`config.mk`:
```
export PLATFORM = sky130hd
export DESIGN_NAME = shortcut_modifier_token_parser_top
export DESIGN_NICKNAME = d
export VERILOG_FILES = /design/src/rtl/smtp_pkg.sv /design/src/rtl/shortcut_modifier_token_parser_top.sv /design/src/rtl/smtp_decode.sv /design/src/rtl/smtp_parse.sv
export VERILOG_INCLUDE_DIRS = /design/src /design/src/rtl
export SDC_FILE = /design/constraint.sdc
export NUM_CORES = 1
export LEC_CHECK = 0
export ABC_AREA = 1
export BUFFER_PORTS_ARGS = -buffer_cell sky130_fd_sc_hd__clkbuf_2
export CAP_MARGIN = 20
export CORE_MARGIN = 4
export CORE_UTILIZATION = 40
export CTS_CLUSTER_DIAMETER = 60
export CTS_CLUSTER_SIZE = 25
export DETAILED_ROUTE_END_ITERATION = 10
export GPL_ROUTABILITY_DRIVEN = 0
export PLACE_DENSITY = 0.61
export SYNTH_ARGS = -nofsm -noshare
export SYNTH_HDL_FRONTEND = slang
export SYNTH_SLANG_ARGS = --single-unit
export TNS_END_PERCENT = 1
```
`constraint.sdc`:
```
create_clock -name clk -period 3.44 [get_ports clk]
set_input_delay 1.032 -clock clk [delete_from_list [all_inputs] [get_ports clk]]
set_output_delay 1.032 -clock clk [all_outputs]
set_load 0.01 [all_outputs]
```
`src/rtl/shortcut_modifier_token_parser_top_macros.svh`:
```
// Assertion macros shared by the modifier token parser RTL.
// SMTP_ASSERT expects clk and arst_n, SMTP_ASSERT_ALWAYS only clk, in the scope where it is used.
`ifndef SHORTCUT_MODIFIER_TOKEN_PARSER_TOP_MACROS_SVH
`define SHORTCUT_MODIFIER_TOKEN_PARSER_TOP_MACROS_SVH

// Check a property on every clock edge outside reset.
`define SMTP_ASSERT(label, prop, msg) \
	label: assert property (@(posedge clk) disable iff (!arst_n) (prop)) else $error(msg);

// Check a property on every clock edge, reset included.
`define SMTP_ASSERT_ALWAYS(label, prop, msg) \
	label: assert property (@(posedge clk) (prop)) else $error(msg);

`endif

```
`src/rtl/smtp_pkg.sv`:
```
// Package for the shortcut modifier token parser: payload structs, codes,
// character constants and the decode result type. No dependencies.
`default_nettype none

package smtp_pkg;

	// Token characters
	localparam logic [7:0] CH_L = 8'h4C;
	localparam logic [7:0] CH_R = 8'h52;
	localparam logic [7:0] CH_S = 8'h53;
	localparam logic [7:0] CH_C = 8'h43;
	localparam logic [7:0] CH_A = 8'h41;
	localparam logic [7:0] CH_W = 8'h57;
	localparam logic [7:0] CH_G = 8'h47;
	localparam logic [7:0] CH_LS = 8'h73; // s
	localparam logic [7:0] CH_LI = 8'h69; // i
	localparam logic [7:0] CH_LO = 8'h6F; // o
	localparam logic [7:0] CH_LP = 8'h70; // p
	localparam logic [7:0] CH_LR = 8'h72; // r
	localparam logic [7:0] CH_LT = 8'h74; // t
	localparam logic [7:0] CH_LH = 8'h68; // h

	// Left-side HID modifier bits
	localparam logic [3:0] MOD_CTRL  = 4'h1;
	localparam logic [3:0] MOD_SHIFT = 4'h2;
	localparam logic [3:0] MOD_ALT   = 4'h4;
	localparam logic [3:0] MOD_GUI   = 4'h8;

	// Sub-action codes
	localparam logic [1:0] SUB_PRESS   = 2'd0;
	localparam logic [1:0] SUB_RELEASE = 2'd1;
	localparam logic [1:0] SUB_TAP     = 2'd2;
	localparam logic [1:0] SUB_HOLD    = 2'd3;

	// Macro target status
	localparam logic [1:0] MS_WRITTEN = 2'd0;
	localparam logic [1:0] MS_REFUSED = 2'd1;
	localparam logic [1:0] MS_NONE    = 2'd2;

	// Key target status
	localparam logic [1:0] KS_WRITTEN     = 2'd0;
	localparam logic [1:0] KS_UNSUPPORTED = 2'd1;
	localparam logic [1:0] KS_REFUSED     = 2'd2;
	localparam logic [1:0] KS_NONE        = 2'd3;

	typedef enum logic [1:0] {
		SEL_OUTPUT = 2'd0,
		SEL_STICKY = 2'd1,
		SEL_INPUT  = 2'd2
	} sel_t;

	typedef struct packed {
		logic [7:0] ch;
		logic       char_valid;
		logic       last;
		logic       macro_wanted;
		logic       key_wanted;
		logic       macro_is_keystroke;
		logic       key_is_keystroke;
		logic [1:0] start_sub_action;
	} token_item_t;

	typedef struct packed {
		logic       success;
		logic [7:0] input_mods;
		logic [7:0] output_mods;
		logic [7:0] sticky_mods;
		logic [1:0] sub_action;
		logic [1:0] macro_status;
		logic [7:0] key_modifiers;
		logic [1:0] key_status;
	} result_item_t;

	// Character class from the decoder
	typedef struct packed {
		logic       is_side;
		logic       side_left;
		logic       is_mod;
		logic [3:0] mod_bit;
		logic       is_sel;
		sel_t       sel;
		logic       is_sub;
		logic [1:0] sub;
	} char_class_t;

endpackage

`default_nettype wire

```
`src/rtl/shortcut_modifier_token_parser_top.sv`:
```
// Top level of the shortcut modifier token parser: input register, token
// parser and result register. Depends on smtp_pkg, smtp_parse, smtp_decode
// and the assertion macro header.
//
// Usage: token_item carries one character of a modifier token per transfer
// on the token channel (token_valid / token_ready). Mark the final character
// with last; a transfer with char_valid low and last high ends the token
// with no character of its own, one with both low is ignored. Each token
// yields exactly one transfer on the result channel (result_valid /
// result_ready) with the masks, sub-action and target statuses.
// Order: a character is held in the input register and parsed there; the
// result register is loaded as a last character moves on, so a result is
// offered once its last character leaves the input register.
// Throughput: one character per cycle while no last character is stalled.
// The parse of a character needs the token state left by the previous one.
// Stall: when the result is not taken, a further last character waits in the
// input register; characters that end no token keep flowing.
// Reset: arst_n clears both registers' valid flags and returns the token
// state to its start (left side, output mask, masks clear).
`default_nettype none
`include "shortcut_modifier_token_parser_top_macros.svh"

module shortcut_modifier_token_parser_top (
	input  wire logic                    clk,
	input  wire logic                    arst_n,
	input  wire logic                    token_valid,
	output logic                         token_ready,
	input  wire smtp_pkg::token_item_t   token_item,
	output logic                         result_valid,
	input  wire logic                    result_ready,
	output smtp_pkg::result_item_t       result_item
);

	logic                   valid_s1;
	smtp_pkg::token_item_t  item_s1;
	logic                   advance;
	logic                   step;
	smtp_pkg::result_item_t result_next;

	// Move the registered character on unless it ends a token and the result is stalled
	assign advance = valid_s1 && (!item_s1.last || !result_valid || result_ready);
	assign token_ready = !valid_s1 || advance;
	assign step = advance && (item_s1.char_valid || item_s1.last);

	// Input register: valid flag
	always_ff @(posedge clk or negedge arst_n) begin
		if (!arst_n) begin
			valid_s1 <= 1'b0;
		end else if (token_ready) begin
			valid_s1 <= token_valid;
		end
	end

	// Input register: payload
	always_ff @(posedge clk) begin
		if (token_valid && token_ready) begin
			item_s1 <= token_item;
		end
	end

	smtp_parse u_parse (
		.clk    (clk),
		.arst_n (arst_n),
		.step   (step),
		.item   (item_s1),
		.result (result_next)
	);

	// Result register: valid flag, hold until transferred
	always_ff @(posedge clk or negedge arst_n) begin
		if (!arst_n) begin
			result_valid <= 1'b0;
		end else if (advance && item_s1.last) begin
			result_valid <= 1'b1;
		end else if (result_ready) begin
			result_valid <= 1'b0;
		end
	end

	// Result register: payload
	always_ff @(posedge clk) begin
		if (advance && item_s1.last) begin
			result_item <= result_next;
		end
	end

	// Characters that end no token never wait
	`SMTP_ASSERT(a_mid_token_flows, valid_s1 && !item_s1.last |-> advance,
		"mid-token character stalled")
	// A token end always produces a pending result
	`SMTP_ASSERT(a_end_gives_result, advance && item_s1.last |=> result_valid,
		"token end did not load a result")
	// Written statuses only come from a successful parse
	`SMTP_ASSERT(a_status_needs_success,
		result_valid && (result_item.key_status == smtp_pkg::KS_WRITTEN
		|| result_item.macro_status == smtp_pkg::MS_WRITTEN) |-> result_item.success,
		"written status on a failed token")

endmodule

`default_nettype wire

```
`src/rtl/smtp_decode.sv`:
```
// Character decoder: classifies one token byte into side, modifier,
// mask-select or sub-action letters. Depends on smtp_pkg.
`default_nettype none

module smtp_decode (
	input  wire logic [7:0]          ch,
	output smtp_pkg::char_class_t    cls
);

	// Classify the byte; anything not listed leaves every class flag low
	always_comb begin
		cls = '0;
		cls.sel = smtp_pkg::SEL_OUTPUT;
		unique case (ch)
			smtp_pkg::CH_L: begin
				cls.is_side = 1'b1;
				cls.side_left = 1'b1;
			end
			smtp_pkg::CH_R: begin
				cls.is_side = 1'b1;
			end
			smtp_pkg::CH_S: begin
				cls.is_mod = 1'b1;
				cls.mod_bit = smtp_pkg::MOD_SHIFT;
			end
			smtp_pkg::CH_C: begin
				cls.is_mod = 1'b1;
				cls.mod_bit = smtp_pkg::MOD_CTRL;
			end
			smtp_pkg::CH_A: begin
				cls.is_mod = 1'b1;
				cls.mod_bit = smtp_pkg::MOD_ALT;
			end
			smtp_pkg::CH_W, smtp_pkg::CH_G: begin
				cls.is_mod = 1'b1;
				cls.mod_bit = smtp_pkg::MOD_GUI;
			end
			smtp_pkg::CH_LS: begin
				cls.is_sel = 1'b1;
				cls.sel = smtp_pkg::SEL_STICKY;
			end
			smtp_pkg::CH_LI: begin
				cls.is_sel = 1'b1;
				cls.sel = smtp_pkg::SEL_INPUT;
			end
			smtp_pkg::CH_LO: begin
				cls.is_sel = 1'b1;
				cls.sel = smtp_pkg::SEL_OUTPUT;
			end
			smtp_pkg::CH_LP: begin
				cls.is_sub = 1'b1;
				cls.sub = smtp_pkg::SUB_PRESS;
			end
			smtp_pkg::CH_LR: begin
				cls.is_sub = 1'b1;
				cls.sub = smtp_pkg::SUB_RELEASE;
			end
			smtp_pkg::CH_LT: begin
				cls.is_sub = 1'b1;
				cls.sub = smtp_pkg::SUB_TAP;
			end
			smtp_pkg::CH_LH: begin
				cls.is_sub = 1'b1;
				cls.sub = smtp_pkg::SUB_HOLD;
			end
			default: begin
				cls.is_side = 1'b0;
			end
		endcase
	end

endmodule

`default_nettype wire

```
`src/rtl/smtp_parse.sv`:
```
// Token state and result logic: holds the masks, side, selection and
// sub-action across a token and forms the result on its last character.
// Depends on smtp_pkg, smtp_decode and the assertion macro header.
`default_nettype none
`include "shortcut_modifier_token_parser_top_macros.svh"

module smtp_parse (
	input  wire logic                    clk,
	input  wire logic                    arst_n,
	input  wire logic                    step,
	input  wire smtp_pkg::token_item_t   item,
	output smtp_pkg::result_item_t       result
);

	smtp_pkg::char_class_t cls;
	smtp_pkg::sel_t        sel_q, sel_n;
	logic                  left_q, left_n;
	logic [7:0]            in_mask_q, in_mask_n;
	logic [7:0]            out_mask_q, out_mask_n;
	logic [7:0]            stick_mask_q, stick_mask_n;
	logic [1:0]            held_q, held_n;
	logic                  type_exp_q, type_exp_n;
	logic                  sub_exp_q, sub_exp_n;
	logic                  all_ok_q, all_ok_n;
	logic                  at_start_q;
	logic [7:0]            mod_bits;
	logic [7:0]            joint;

	smtp_decode u_decode (
		.ch  (item.ch),
		.cls (cls)
	);

	// Apply one character to the token state
	always_comb begin
		mod_bits = left_q ? {4'b0000, cls.mod_bit} : {cls.mod_bit, 4'b0000};
		left_n = left_q;
		sel_n = sel_q;
		in_mask_n = in_mask_q;
		out_mask_n = out_mask_q;
		stick_mask_n = stick_mask_q;
		type_exp_n = type_exp_q;
		sub_exp_n = sub_exp_q;
		all_ok_n = all_ok_q;
		if (at_start_q) begin
			held_n = item.macro_wanted ? item.start_sub_action : smtp_pkg::SUB_PRESS;
		end else begin
			held_n = held_q;
		end
		if (item.char_valid) begin
			if (cls.is_side) begin
				left_n = cls.side_left;
			end else if (cls.is_mod) begin
				unique case (sel_q)
					smtp_pkg::SEL_STICKY: stick_mask_n = stick_mask_q | mod_bits;
					smtp_pkg::SEL_INPUT:  in_mask_n = in_mask_q | mod_bits;
					default:              out_mask_n = out_mask_q | mod_bits;
				endcase
				left_n = 1'b1;
			end else if (cls.is_sel) begin
				sel_n = cls.sel;
				type_exp_n = 1'b1;
			end else if (cls.is_sub) begin
				held_n = cls.sub;
				sub_exp_n = 1'b1;
			end else begin
				all_ok_n = 1'b0;
			end
		end
	end

	// Form the result from the updated state
	always_comb begin
		joint = in_mask_n | out_mask_n | stick_mask_n;
		result.success = all_ok_n;
		result.input_mods = in_mask_n;
		result.output_mods = out_mask_n;
		result.sticky_mods = stick_mask_n;
		result.sub_action = held_n;
		result.key_modifiers = 8'h00;
		priority if (!all_ok_n || !item.macro_wanted) begin
			result.macro_status = smtp_pkg::MS_NONE;
		end else if (!item.macro_is_keystroke && in_mask_n != 8'h00) begin
			result.macro_status = smtp_pkg::MS_REFUSED;
		end else begin
			result.macro_status = smtp_pkg::MS_WRITTEN;
		end
		priority if (!all_ok_n || !item.key_wanted) begin
			result.key_status = smtp_pkg::KS_NONE;
		end else if (type_exp_n || sub_exp_n) begin
			result.key_status = smtp_pkg::KS_UNSUPPORTED;
		end else if (!item.key_is_keystroke && joint != 8'h00) begin
			result.key_status = smtp_pkg::KS_REFUSED;
		end else begin
			result.key_status = smtp_pkg::KS_WRITTEN;
			result.key_modifiers = joint;
		end
	end

	// Advance the token state; drop back to the start state after the last character
	always_ff @(posedge clk or negedge arst_n) begin
		if (!arst_n) begin
			left_q <= 1'b1;
			sel_q <= smtp_pkg::SEL_OUTPUT;
			in_mask_q <= 8'h00;
			out_mask_q <= 8'h00;
			stick_mask_q <= 8'h00;
			held_q <= smtp_pkg::SUB_PRESS;
			type_exp_q <= 1'b0;
			sub_exp_q <= 1'b0;
			all_ok_q <= 1'b1;
			at_start_q <= 1'b1;
		end else if (step) begin
			if (item.last) begin
				left_q <= 1'b1;
				sel_q <= smtp_pkg::SEL_OUTPUT;
				in_mask_q <= 8'h00;
				out_mask_q <= 8'h00;
				stick_mask_q <= 8'h00;
				held_q <= smtp_pkg::SUB_PRESS;
				type_exp_q <= 1'b0;
				sub_exp_q <= 1'b0;
				all_ok_q <= 1'b1;
				at_start_q <= 1'b1;
			end else begin
				left_q <= left_n;
				sel_q <= sel_n;
				in_mask_q <= in_mask_n;
				out_mask_q <= out_mask_n;
				stick_mask_q <= stick_mask_n;
				held_q <= held_n;
				type_exp_q <= type_exp_n;
				sub_exp_q <= sub_exp_n;
				all_ok_q <= all_ok_n;
				at_start_q <= 1'b0;
			end
		end
	end

	// A finished token leaves the parser at its start state
	`SMTP_ASSERT(a_token_end_restart, step && item.last |=> at_start_q && all_ok_q && left_q,
		"token state not restored after last character")
	// A token start always leaves the masks clear
	`SMTP_ASSERT(a_start_masks_clear,
		at_start_q |-> (in_mask_q == 8'h00 && out_mask_q == 8'h00 && stick_mask_q == 8'h00),
		"masks not clear at token start")

endmodule

`default_nettype wire

```
# --- Word level (Yosys, flattened, before mapping) ---
# Index checks and enable logic that the tools add are counted.
totals:
  register_bits: 90
  in_bits: 20
  output_inout_bits: 41
  elab_cells: 147
op_classes:
  eq_ne: 18
  n_mux: 61
  bitwise: 5
  n_reduce_logical: 34
op_table:
  columns: ["cell", "count"]
  rows:
  - ["$mux 8", 16]
  - ["$eq 8x7->1 const B", 14]
  - ["$or 8x8->8", 5]
  - ["$mux 2", 15]
  - ["$mux 1", 27]
  - ["$pmux 5 s4", 1]
  - ["$reduce_bool 8->1", 2]
  - ["$pmux 3 s4", 1]
  - ["$pmux 3 s3", 1]
  - ["$logic_not 1->1", 8]
  - ["$reduce_or 2->1", 4]
  - ["$logic_or 1x1->1", 7]
  - ["$logic_and 1x1->1", 6]
  - ["$reduce_bool 2->1", 3]
  - ["$reduce_and 5->1", 1]
  - ["$ne 2x2->1 const B", 2]
  - ["$reduce_and 3->1", 1]
  - ["$reduce_bool 3->1", 1]
  - ["$reduce_or 3->1", 1]
  - ["$eq 2x1->1 const B", 1]
  - ["$eq 2x2->1 const B", 1]

# --- Longest topological paths before layout ---
# Gate-level depths: netlist of run 1.
depth:
  word_depth: 15
  ltp_mapped: 15
  mapped_depth_nobuf: 15

# --- Cells and area by module ---
# From an unflattened synthesis of run 1, not the netlist that was laid out.
hier_totals:
  cells_unflattened: 398
  area_unflattened_um2: 4047.6
by_module_without_submodules:
  columns: ["module", "instances", "cells_per_inst", "area_each_um2", "seq_area_each_um2"]
  rows:
  - ["smtp_parse", 1, 271, 2006.9, 829.5]
  - ["shortcut_modifier_token_parser_top", 1, 71, 1770.4, 1701.6]
  - ["smtp_decode", 1, 56, 270.3, 0.0]

# --- Least setup slack after synthesis of run 1 ---
# No wires, ideal clock.
synth_path:
  kind: "input port to flip-flop"
  start: "input port result_ready"
  end: "register u_parse.stick_mask_q[5]"
  setup_ns: 0.169
  arrival_time_ns: 2.682
  required_time_ns: 3.271
  path_slack_ns: 0.589
  stages: 10
  path_buffers: 0
  cell_sequence: "nor2_1 > nand2_1 > nand2_1 > inv_1 > nand2_1 > inv_1 > nor2_1 > inv_1 > o21ai_0 > nor2_1"
synth_between:
  elab_chain_cells: 3
synth_lines:
  columns: ["item", "line_no", "rtl"]
  rows:
  - ["start: declaration", "shortcut_modifier_token_parser_top.sv:30", "input wire logic result_ready,"]
  - ["$logic_or 1x1->1", "shortcut_modifier_token_parser_top.sv:41", "assign advance = valid_s1 && (!item_s1.last || !result_valid || result_ready);"]
  - ["$logic_and 1x1->1", "shortcut_modifier_token_parser_top.sv:41", null]
  - ["$logic_and 1x1->1", "shortcut_modifier_token_parser_top.sv:43", "assign step = advance && (item_s1.char_valid || item_s1.last);"]
  - ["end signal: assignment", "smtp_parse.sv:130", "stick_mask_q <= stick_mask_n;"]
  - ["end: declaration", "smtp_parse.sv:20", "logic [7:0] stick_mask_q, stick_mask_n;"]
# Every way passes these cells.
# A chain may end at the register's enable or synchronous reset.

# --- Worst setup path in the final report of run 1 ---
layout_path:
  start: "input port result_ready"
  end: "register u_parse.stick_mask_q[6]"
# The elaborated chain is that of the path after synthesis.

==> results of run 1 <==
==> through the flow <==
stage	utilization, %	area [um2]	std cells	hold slack (ns)	setup WS [ns]
2_1_floorplan	-	4030	371	0.462	0.589
3_3_place_gp	45.9	4480	559	0.486	0.593
3_5_place_dp	45.9	4480	559	0.486	0.531
4_1_cts	47.6	4650	575	0.508	0.870
5_1_grt	47.6	4650	575	0.524	0.669
6_report	47.6	4650	575	0.505	0.867
==> power by group <==
part	switching [mW]	internal (mW)	total [mW]
clock	0.380	0.264	0.644
combinational	0.129	0.0526	0.182
sequential	0.0229	1.20	1.22
total	0.532	1.52	2.05
==> cells by family (layout without fill, tap and decap cells) <==
logic type | count (synthesis) | in the layout | share of synthesized area (%)
buf+inv | 56 | 127 | 5.34
simple gates | 163 | 163 | 21.2
flops | 90 | 90 | 62.8
compound gates | 60 | 60 | 9.97
fa+ha+maj | 2 | 2 | 0.621
==> Yosys cell counts <==
cell,n
sky130_fd_sc_hd__nor3_2,1
sky130_fd_sc_hd__nand2_2,5
sky130_fd_sc_hd__nand3_2,1
sky130_fd_sc_hd__nand3_1,12
sky130_fd_sc_hd__o21ai_0,29
sky130_fd_sc_hd__nand2_4,4
sky130_fd_sc_hd__dfrtp_1,32
sky130_fd_sc_hd__nor2_2,23
sky130_fd_sc_hd__nand2_1,43
sky130_fd_sc_hd__buf_4,1
sky130_fd_sc_hd__nor2_8,2
sky130_fd_sc_hd__o31ai_1,1
sky130_fd_sc_hd__a2bb2oi_1,1
sky130_fd_sc_hd__inv_2,5
sky130_fd_sc_hd__nor2_4,5
sky130_fd_sc_hd__nand3_4,1
sky130_fd_sc_hd__nand4_1,12
sky130_fd_sc_hd__dfstp_2,3
sky130_fd_sc_hd__a31o_2,5
sky130_fd_sc_hd__a21oi_1,5
sky130_fd_sc_hd__a31oi_2,5
sky130_fd_sc_hd__nor3_1,2
sky130_fd_sc_hd__clkbuf_1,4
sky130_fd_sc_hd__o211a_1,4
sky130_fd_sc_hd__o22ai_1,3
sky130_fd_sc_hd__edfxtp_1,55
sky130_fd_sc_hd__a31oi_1,6
sky130_fd_sc_hd__buf_1,2
sky130_fd_sc_hd__nor2_1,52
sky130_fd_sc_hd__clkinv_1,1
sky130_fd_sc_hd__o31ai_2,1
sky130_fd_sc_hd__inv_1,42
sky130_fd_sc_hd__ha_1,2
sky130_fd_sc_hd__clkbuf_2,1
==> path summary, 6_finish.rpt <==
check / end / slack, ns / startpoint
worst max-delay path: u_parse.stick_mask_q[6]$_DFFE_PN0P_ / 0.87 / result_ready
worst min-delay path: u_parse.at_start_q$_DFFE_PN1P_ / 0.51 / u_parse.at_start_q$_DFFE_PN1P_
worst max register to register: result_item[8]$_SDFFCE_PP0P_ / 1.12 / item_s1[11]$_DFFE_PP_
worst min register to register: u_parse.at_start_q$_DFFE_PN1P_ / 0.51 / u_parse.at_start_q$_DFFE_PN1P_
max in group asynchronous: u_parse.sel_q[0]$_DFFE_PN0P_ / 2.09 / arst_n
min in group asynchronous: u_parse.stick_mask_q[7]$_DFFE_PN0P_ / 0.80 / arst_n
==> layout make-up <==
class,count,area share (%)
clock buffers,10,2.74
clock inverters,6,0.914
inverters,48,3.87
multi-input cells,225,27.6
flip-flops and latches,90,54.4
well taps,133,3.58
repair buffers,63,6.94
==> state kept, by name, indices dropped and copies added, names as in the netlist, 2 cells and up <==
name / count
result_item: 39
u_parse.in_mask_q: 8
item_s1: 16
u_parse.sel_q: 2
u_parse.out_mask_q: 8
u_parse.stick_mask_q: 8
u_parse.held_q: 2
==> layer usage <==
layer,GRT usage [%],up-vias
li1,-,1388
met2,25.5,73
met5,0,-
met4,5.14,0
met1,18.2,1332
met3,3.34,8
==> worst min-delay path, cell delays in order, from the launching register on <==
cell and delay [ns]:
sky130_fd_sc_hd__dfstp_2 0.40, sky130_fd_sc_hd__nand2_1 0.06, sky130_fd_sc_hd__nand2_1 0.05
==> results list, run 1 <==
- Setup total negative slack on the finished layout was measured at 0 ns.
* Number of setup buffers added after CTS: 0
- Met2 Routed Length: 4.16 mm
- Summed instance area of the synthesized netlist: 0.00403 mm2
- Cell with the largest stage delay on the worst path: sky130_fd_sc_hd__nor2_1
- Total length of routed met3 wires: 441 um
- Worst slew margin: 26.4%
- Once detail routing completed, the nets flagged for antenna violations numbered 0.
- The worst register-to-register path has a depth of 14.
- After synthesis the netlist holds a flip-flop and latch count of 90.
- Final worst path period share: 74.8%
- Counting buffers and inverters, the worst setup path is 9 cells deep.
* Fin crit period: 2.57 ns
* Quantity of hold-fixing buffers added after cts: 0
- Design Power: 2.05 mW
- The clock passes through at most 2 buffers.
- CTS tree: yes
* Count of TritonRoute iterations in the first routing pass: 4
* Largest net degree at the start of global routing: 43
* Cell type group with the largest total delay on the critical path: simple AND/OR/NAND/NOR gates
- Total area of multi-input combinational cells: 0.00128 mm2
- Of all nets on the critical path, the largest fanout is 18.
- From left edge to right edge, the die measures 108 um.
- The wire-length estimate of the detail-placed layout is 6.00 mm.
* Final WL: 8.21 mm
- Final-report hold violation count: 0
- Largest incremental delay on the critical path: 0.83 ns
* Count of endpoints failing setup in the final report: 0
- Post-Synthesis Mean Instance Area: 10.9 um2
* Total leakage power: 2.23 nW
- The worst setup path is captured at a flop.
- Across the VDD grid, the largest voltage drop is 0.184 mV.
- The number of antenna violations at the first check in global routing was 0.
- Clock transition at the registers of the reported paths: 0.09 ns
- Fill cell instance count of the final layout: 953
- Area of the die: 0.0117 mm2
- Sequential cell area: 0.00253 mm2
* Number of nets in the synthesized netlist: 393
- The H-tree was split into 3 levels.
* Clk sinks: 90
- Number of global-route vias before repair: 2780
- Row generation in the floorplan step produced 36 rows.
- The critical path goes through clkbuf_2 -> nor2_1 -> nand2_1 -> nand2_1 -> nor2_1 -> nor2_1 -> inv_1 -> o21ai_0 -> nor2_1.
* Setup repair after global routing missed its margin: no
- The repair_antennas step left the layout with diodes totalling 0.
* Post-synth cell types: 34
- Clock insertion delay at the later pin of the skew report: 0.35 ns
- Port Buffers: 60
- In this run, CTS created clock tree buffers numbering 9.
- The total area inside the core boundary comes to 0.00977 mm2.
- Summed over all instances, the cell type with the most area after synthesis is sky130_fd_sc_hd__edfxtp_1.
- In this run the count of I/O pins placed on the die edge is 61.
* Post-layout nets: 459
- Synthesis produced 371 cells.
- Max Clock Freq: 389 MHz
- Counting both buffers and inverters, the worst setup path holds a total of 2.
- Post-route DRC: 0
- The first routing iteration left 123 violations.
- Sequential cells were found to cover 62.8% of the synthesized design area.
* Wire length per cell after detailed routing: 14.3 um
- Uppermost layer routed: met4
* Worst Path Arrival: 2.86 ns
- The initial utilization of the core area, before any placement, comes to 41.2%.
* Result of the run: finished, final reports clean
- Global router's overall resource usage: 14.7%
- In this run the power density over the cells is 440 mW/mm2.
* Most common cell after layout, fill and taps aside: sky130_fd_sc_hd__clkbuf_2
- Leading post-synthesis cells by cell area: sky130_fd_sc_hd__edfxtp_1 (41%), sky130_fd_sc_hd__dfrtp_1 (20%), sky130_fd_sc_hd__nor2_1 (4.8%)
- During synthesis, Yosys emitted a total of 0 warnings.
- Kind of launch point of the worst setup path: input port
- From bottom edge to top edge, the die measures 108 um.
- In the final layout, the share of cells above drive strength 1 is 31.4%.
* Final worst clock skew: 0.00932 ns
- After detailed routing, the number of vias per cell comes to 4.87.
- The area growth from synthesis to layout is 15.5%.
- The worst setup path is of the input port to flop kind.
* Clk root buf: sky130_fd_sc_hd__clkbuf_8
- Data on the critical path is required at its endpoint by 3.72 ns.
- Most used cells in the layout excluding fill and tap cells: sky130_fd_sc_hd__clkbuf_2 (60), sky130_fd_sc_hd__edfxtp_1 (55), sky130_fd_sc_hd__nor2_1 (52)
- Worst min-delay path class: flop to flop
- Counting instances, the worst hold path has a depth of 2.
- Global route total overflow: 0
- Vias: 2801
- Once the clock tree was built, the resizer swapped 0 gates to a different size.
- Wire length of the first global-routing pass: 13.3 mm
- Max Cap Viol: 0
- In this design, the critical path's most frequently occurring cell is sky130_fd_sc_hd__nor2_1.
- The number of max-slew violations in the final report was 0.
* Pin slew with the least headroom to its limit: 1.10 ns
* Post-Route M1 WL: 3.53 mm
- Top-area cell type share of the netlist area: 41.0%
No activity file was read; power rests on OpenSTA's default activity.
==> run 2: changes to the inputs <==
Clock period 3.44 ns to 2.7 ns, I/O delays scaled along.
==> results list, run 2 (same netlist as run 1, synthesis figures left out) <==
- After layout, the minimum clock period comes to 2.28 ns.
* Wire length of the first global-routing pass: 13.2 mm (-0.20%)
- The run finished with clean final reports.
- CORE AREA: 0.00977 mm2 (unchanged)
- The count of cells resized by post-cts repair came to 0 (unchanged).
- Largest net degree at the start of global routing: 43 (unchanged)
* Final-report hold violation count: 0 (unchanged)
- Hold slack final: 0.508 ns (+0.00251 ns)
- Post-route DRC: 0 (unchanged)
- Fill cell instance count of the final layout: 941 (-1.3%)
- The relative slew slack was 39.6% (+13 points).
- The H-tree level count is 3 (unchanged).
- The overall die area came to 0.0117 mm2 (unchanged).
- Final standard cell count with taps included and fillers excluded: 577 (+0.35%)
- The maximum vdd drop came to 0.306 mV (+66%).
- The number of hold-repair buffers added at the cts stage is 0 (unchanged).
* Pwr dens: 570 mW/mm2 (+29%)
- Worst Path Arrival: 2.40 ns (-0.46 ns)
- The number of vias in the routed layout is 2781 (-0.71%).
- Clk sinks: 90 (unchanged)
- Count of TritonRoute iterations in the first routing pass: 4 (unchanged)
- Clock transition at the registers of the reported paths: 0.10 ns (about the same)
- The library cells used most frequently in the layout, excluding fill and tap cells, are sky130_fd_sc_hd__clkbuf_2 (60), sky130_fd_sc_hd__edfxtp_1 (55), sky130_fd_sc_hd__nor2_1 (52).
* Mean number of vias per cell: 4.82 (-1.1%)
- Global route total overflow: 0 (unchanged)
- Wire length per cell after detailed routing: 14.0 um (-1.6%)
- Total clock buffers created by CTS: 9 (unchanged)
- Width of the chip: 108 um (unchanged)
- Accumulated negative setup slack: 0 ns (unchanged)
- Based on the critical path, the design can be clocked at up to 439 MHz.
* Cell area after placement: 0.00449 mm2 (+0.17%)
- The final instance area came to 0.00469 mm2 (+0.70%).
- Total area of multi-input combinational cells: 0.00128 mm2 (unchanged)
- The number of antenna violations at the first check in global routing was 0 (unchanged).
* Critical path start-end classification: flop to flop
- Worst min-delay path class: flop to flop
- Count of endpoints failing setup in the final report: 0 (unchanged)
* Global router's overall resource usage: 14.7% (-0.045 points)
- The total routed wirelength was 8.10 mm (-1.3%).
- Setup repair after global routing left no endpoint under its margin.
* Area growth from synthesis to final layout: 16.3%
- The number of inserted diodes is 0 (unchanged).
- Number of global-route vias before repair: 2721 (-2.1%)
* Number of placement rows: 36 (unchanged)
- Most flop-heavy register: result_item
- Clock insertion delay at the later pin of the skew report: 0.36 ns (about the same)
* Largest regs: result_item: 39 flops, item_s1: 16 flops
- After layout, the worst path uses 84.4% of the clock period.
- Antenna violation net count after detailed routing: 0 (unchanged)
- The die height was 108 um (unchanged).
- The cell count after placement came to 560 (+0.18%).
- Clk root buf: sky130_fd_sc_hd__clkbuf_8
- Max Cap Viol: 0 (unchanged)
- The detailed router's first-iteration violation count was 102 (-17%).
* Final worst clock skew: 0.00873 ns (-0.000587 ns)
- Number of setup buffers added after CTS: 0 (unchanged)
- Initial Util: 41.2% (unchanged)
* Total leakage power: 2.25 nW (+0.98%)
- Sum of net half-perimeters after detailed placement: 5.95 mm (-0.70%)
- The actual transition at the worst max-transition pin came to 0.906 ns (-0.195 ns).
- The proportion of layout cells with a drive suffix above 1 came to 32.0% (+0.53 points).
* Flip-flop count of the largest register, all copies and words added: 39 (unchanged)
- Kind of launch point of the worst setup path: flop
- Ports placed on the boundary: 61 (unchanged)
- The worst setup path is captured at a flop.
- Post-layout nets: 461 (+0.44%)
- Sequential cell area: 0.00253 mm2 (unchanged)
* Most common cell after layout, fill and taps aside: sky130_fd_sc_hd__clkbuf_2
* Max-slew violations: 0 (unchanged)
* Max Root-Sink Buffers: 2 (unchanged)
* CTS tree: yes
* Required time at the endpoint of the critical path: 2.82 ns (-0.90 ns)
* Largest driver fanout on the critical path: 8 (-10)
- The number of port buffers was 60 (unchanged).
run 2: critical path, stage by stage, from the launching register on:
cell and delay (ns):
sky130_fd_sc_hd__edfxtp_1 0.36, sky130_fd_sc_hd__inv_1 0.11, sky130_fd_sc_hd__nand2_4 0.10, sky130_fd_sc_hd__nor2_1 0.26
sky130_fd_sc_hd__nand2_1 0.15, sky130_fd_sc_hd__nor2_1 0.24, sky130_fd_sc_hd__a31oi_1 0.20, sky130_fd_sc_hd__nand2_1 0.11
sky130_fd_sc_hd__nor2_1 0.06, sky130_fd_sc_hd__nand2_1 0.06, sky130_fd_sc_hd__nor2_1 0.04, sky130_fd_sc_hd__nand2_1 0.10
sky130_fd_sc_hd__nand2_2 0.07, sky130_fd_sc_hd__nand2_4 0.12, sky130_fd_sc_hd__nor2_1 0.06
run 2: per-layer routing:
layer	part of all wire [%]	global-route usage [%]
met5	0	0
met4	1.2	5.14
met3	4.7	2.39
met2	49	25.4
met1	45	18.7
run 2: cell type report:
cell class | instances | share of cell area, %
well taps | 133 | 3.55
flip-flops and latches | 90 | 54.0
repair buffers | 65 | 7.21
clock buffers | 10 | 2.94
inverters | 48 | 3.85
clock inverters | 6 | 1.07
multi-input cells | 225 | 27.4
run 2: final timing paths:
| path | from | end | slack [ns] | cells after the start |
|---|---|---|---|---|
| worst min register to register | u_parse.at_start_q$_DFFE_PN1P_ | u_parse.at_start_q$_DFFE_PN1P_ | 0.51 | 2 |
| worst max register to register | item_s1[15]$_DFFE_PP_ | result_item[8]$_SDFFCE_PP0P_ | 0.42 | 14 |
| max in group asynchronous | arst_n | u_parse.out_mask_q[6]$_DFFE_PN0P_ | 1.57 | 1 |
| worst min-delay path | u_parse.at_start_q$_DFFE_PN1P_ | u_parse.at_start_q$_DFFE_PN1P_ | 0.51 | 2 |
| worst max-delay path | item_s1[15]$_DFFE_PP_ | result_item[8]$_SDFFCE_PP0P_ | 0.42 | 14 |
| min in group asynchronous | arst_n | u_parse.sub_exp_q$_DFFE_PN0P_ | 0.57 | 1 |
run 2: power by group:
part / internal, mW / switching [mW] / leakage, nW / total, mW
clock: 0.371 / 0.504 / 0.0948 / 0.875
combinational: 0.0706 / 0.166 / 1.15 / 0.237
sequential: 1.53 / 0.0283 / 1.00 / 1.56
run 2: metrics by stage:
| step | utilization, % | worst slack, ns | power (mW) |
|---|---|---|---|
| final | 47.9 | 0.421 | 2.67 |
| after global routing | 47.9 | 0.124 | 2.78 |
| after CTS | 47.9 | 0.396 | 2.69 |
| after detailed placement | 45.9 | 0.0385 | 1.83 |
| after floorplan | - | 0.0713 | 1.74 |
| after global placement | 45.9 | 0.0791 | 1.82 |
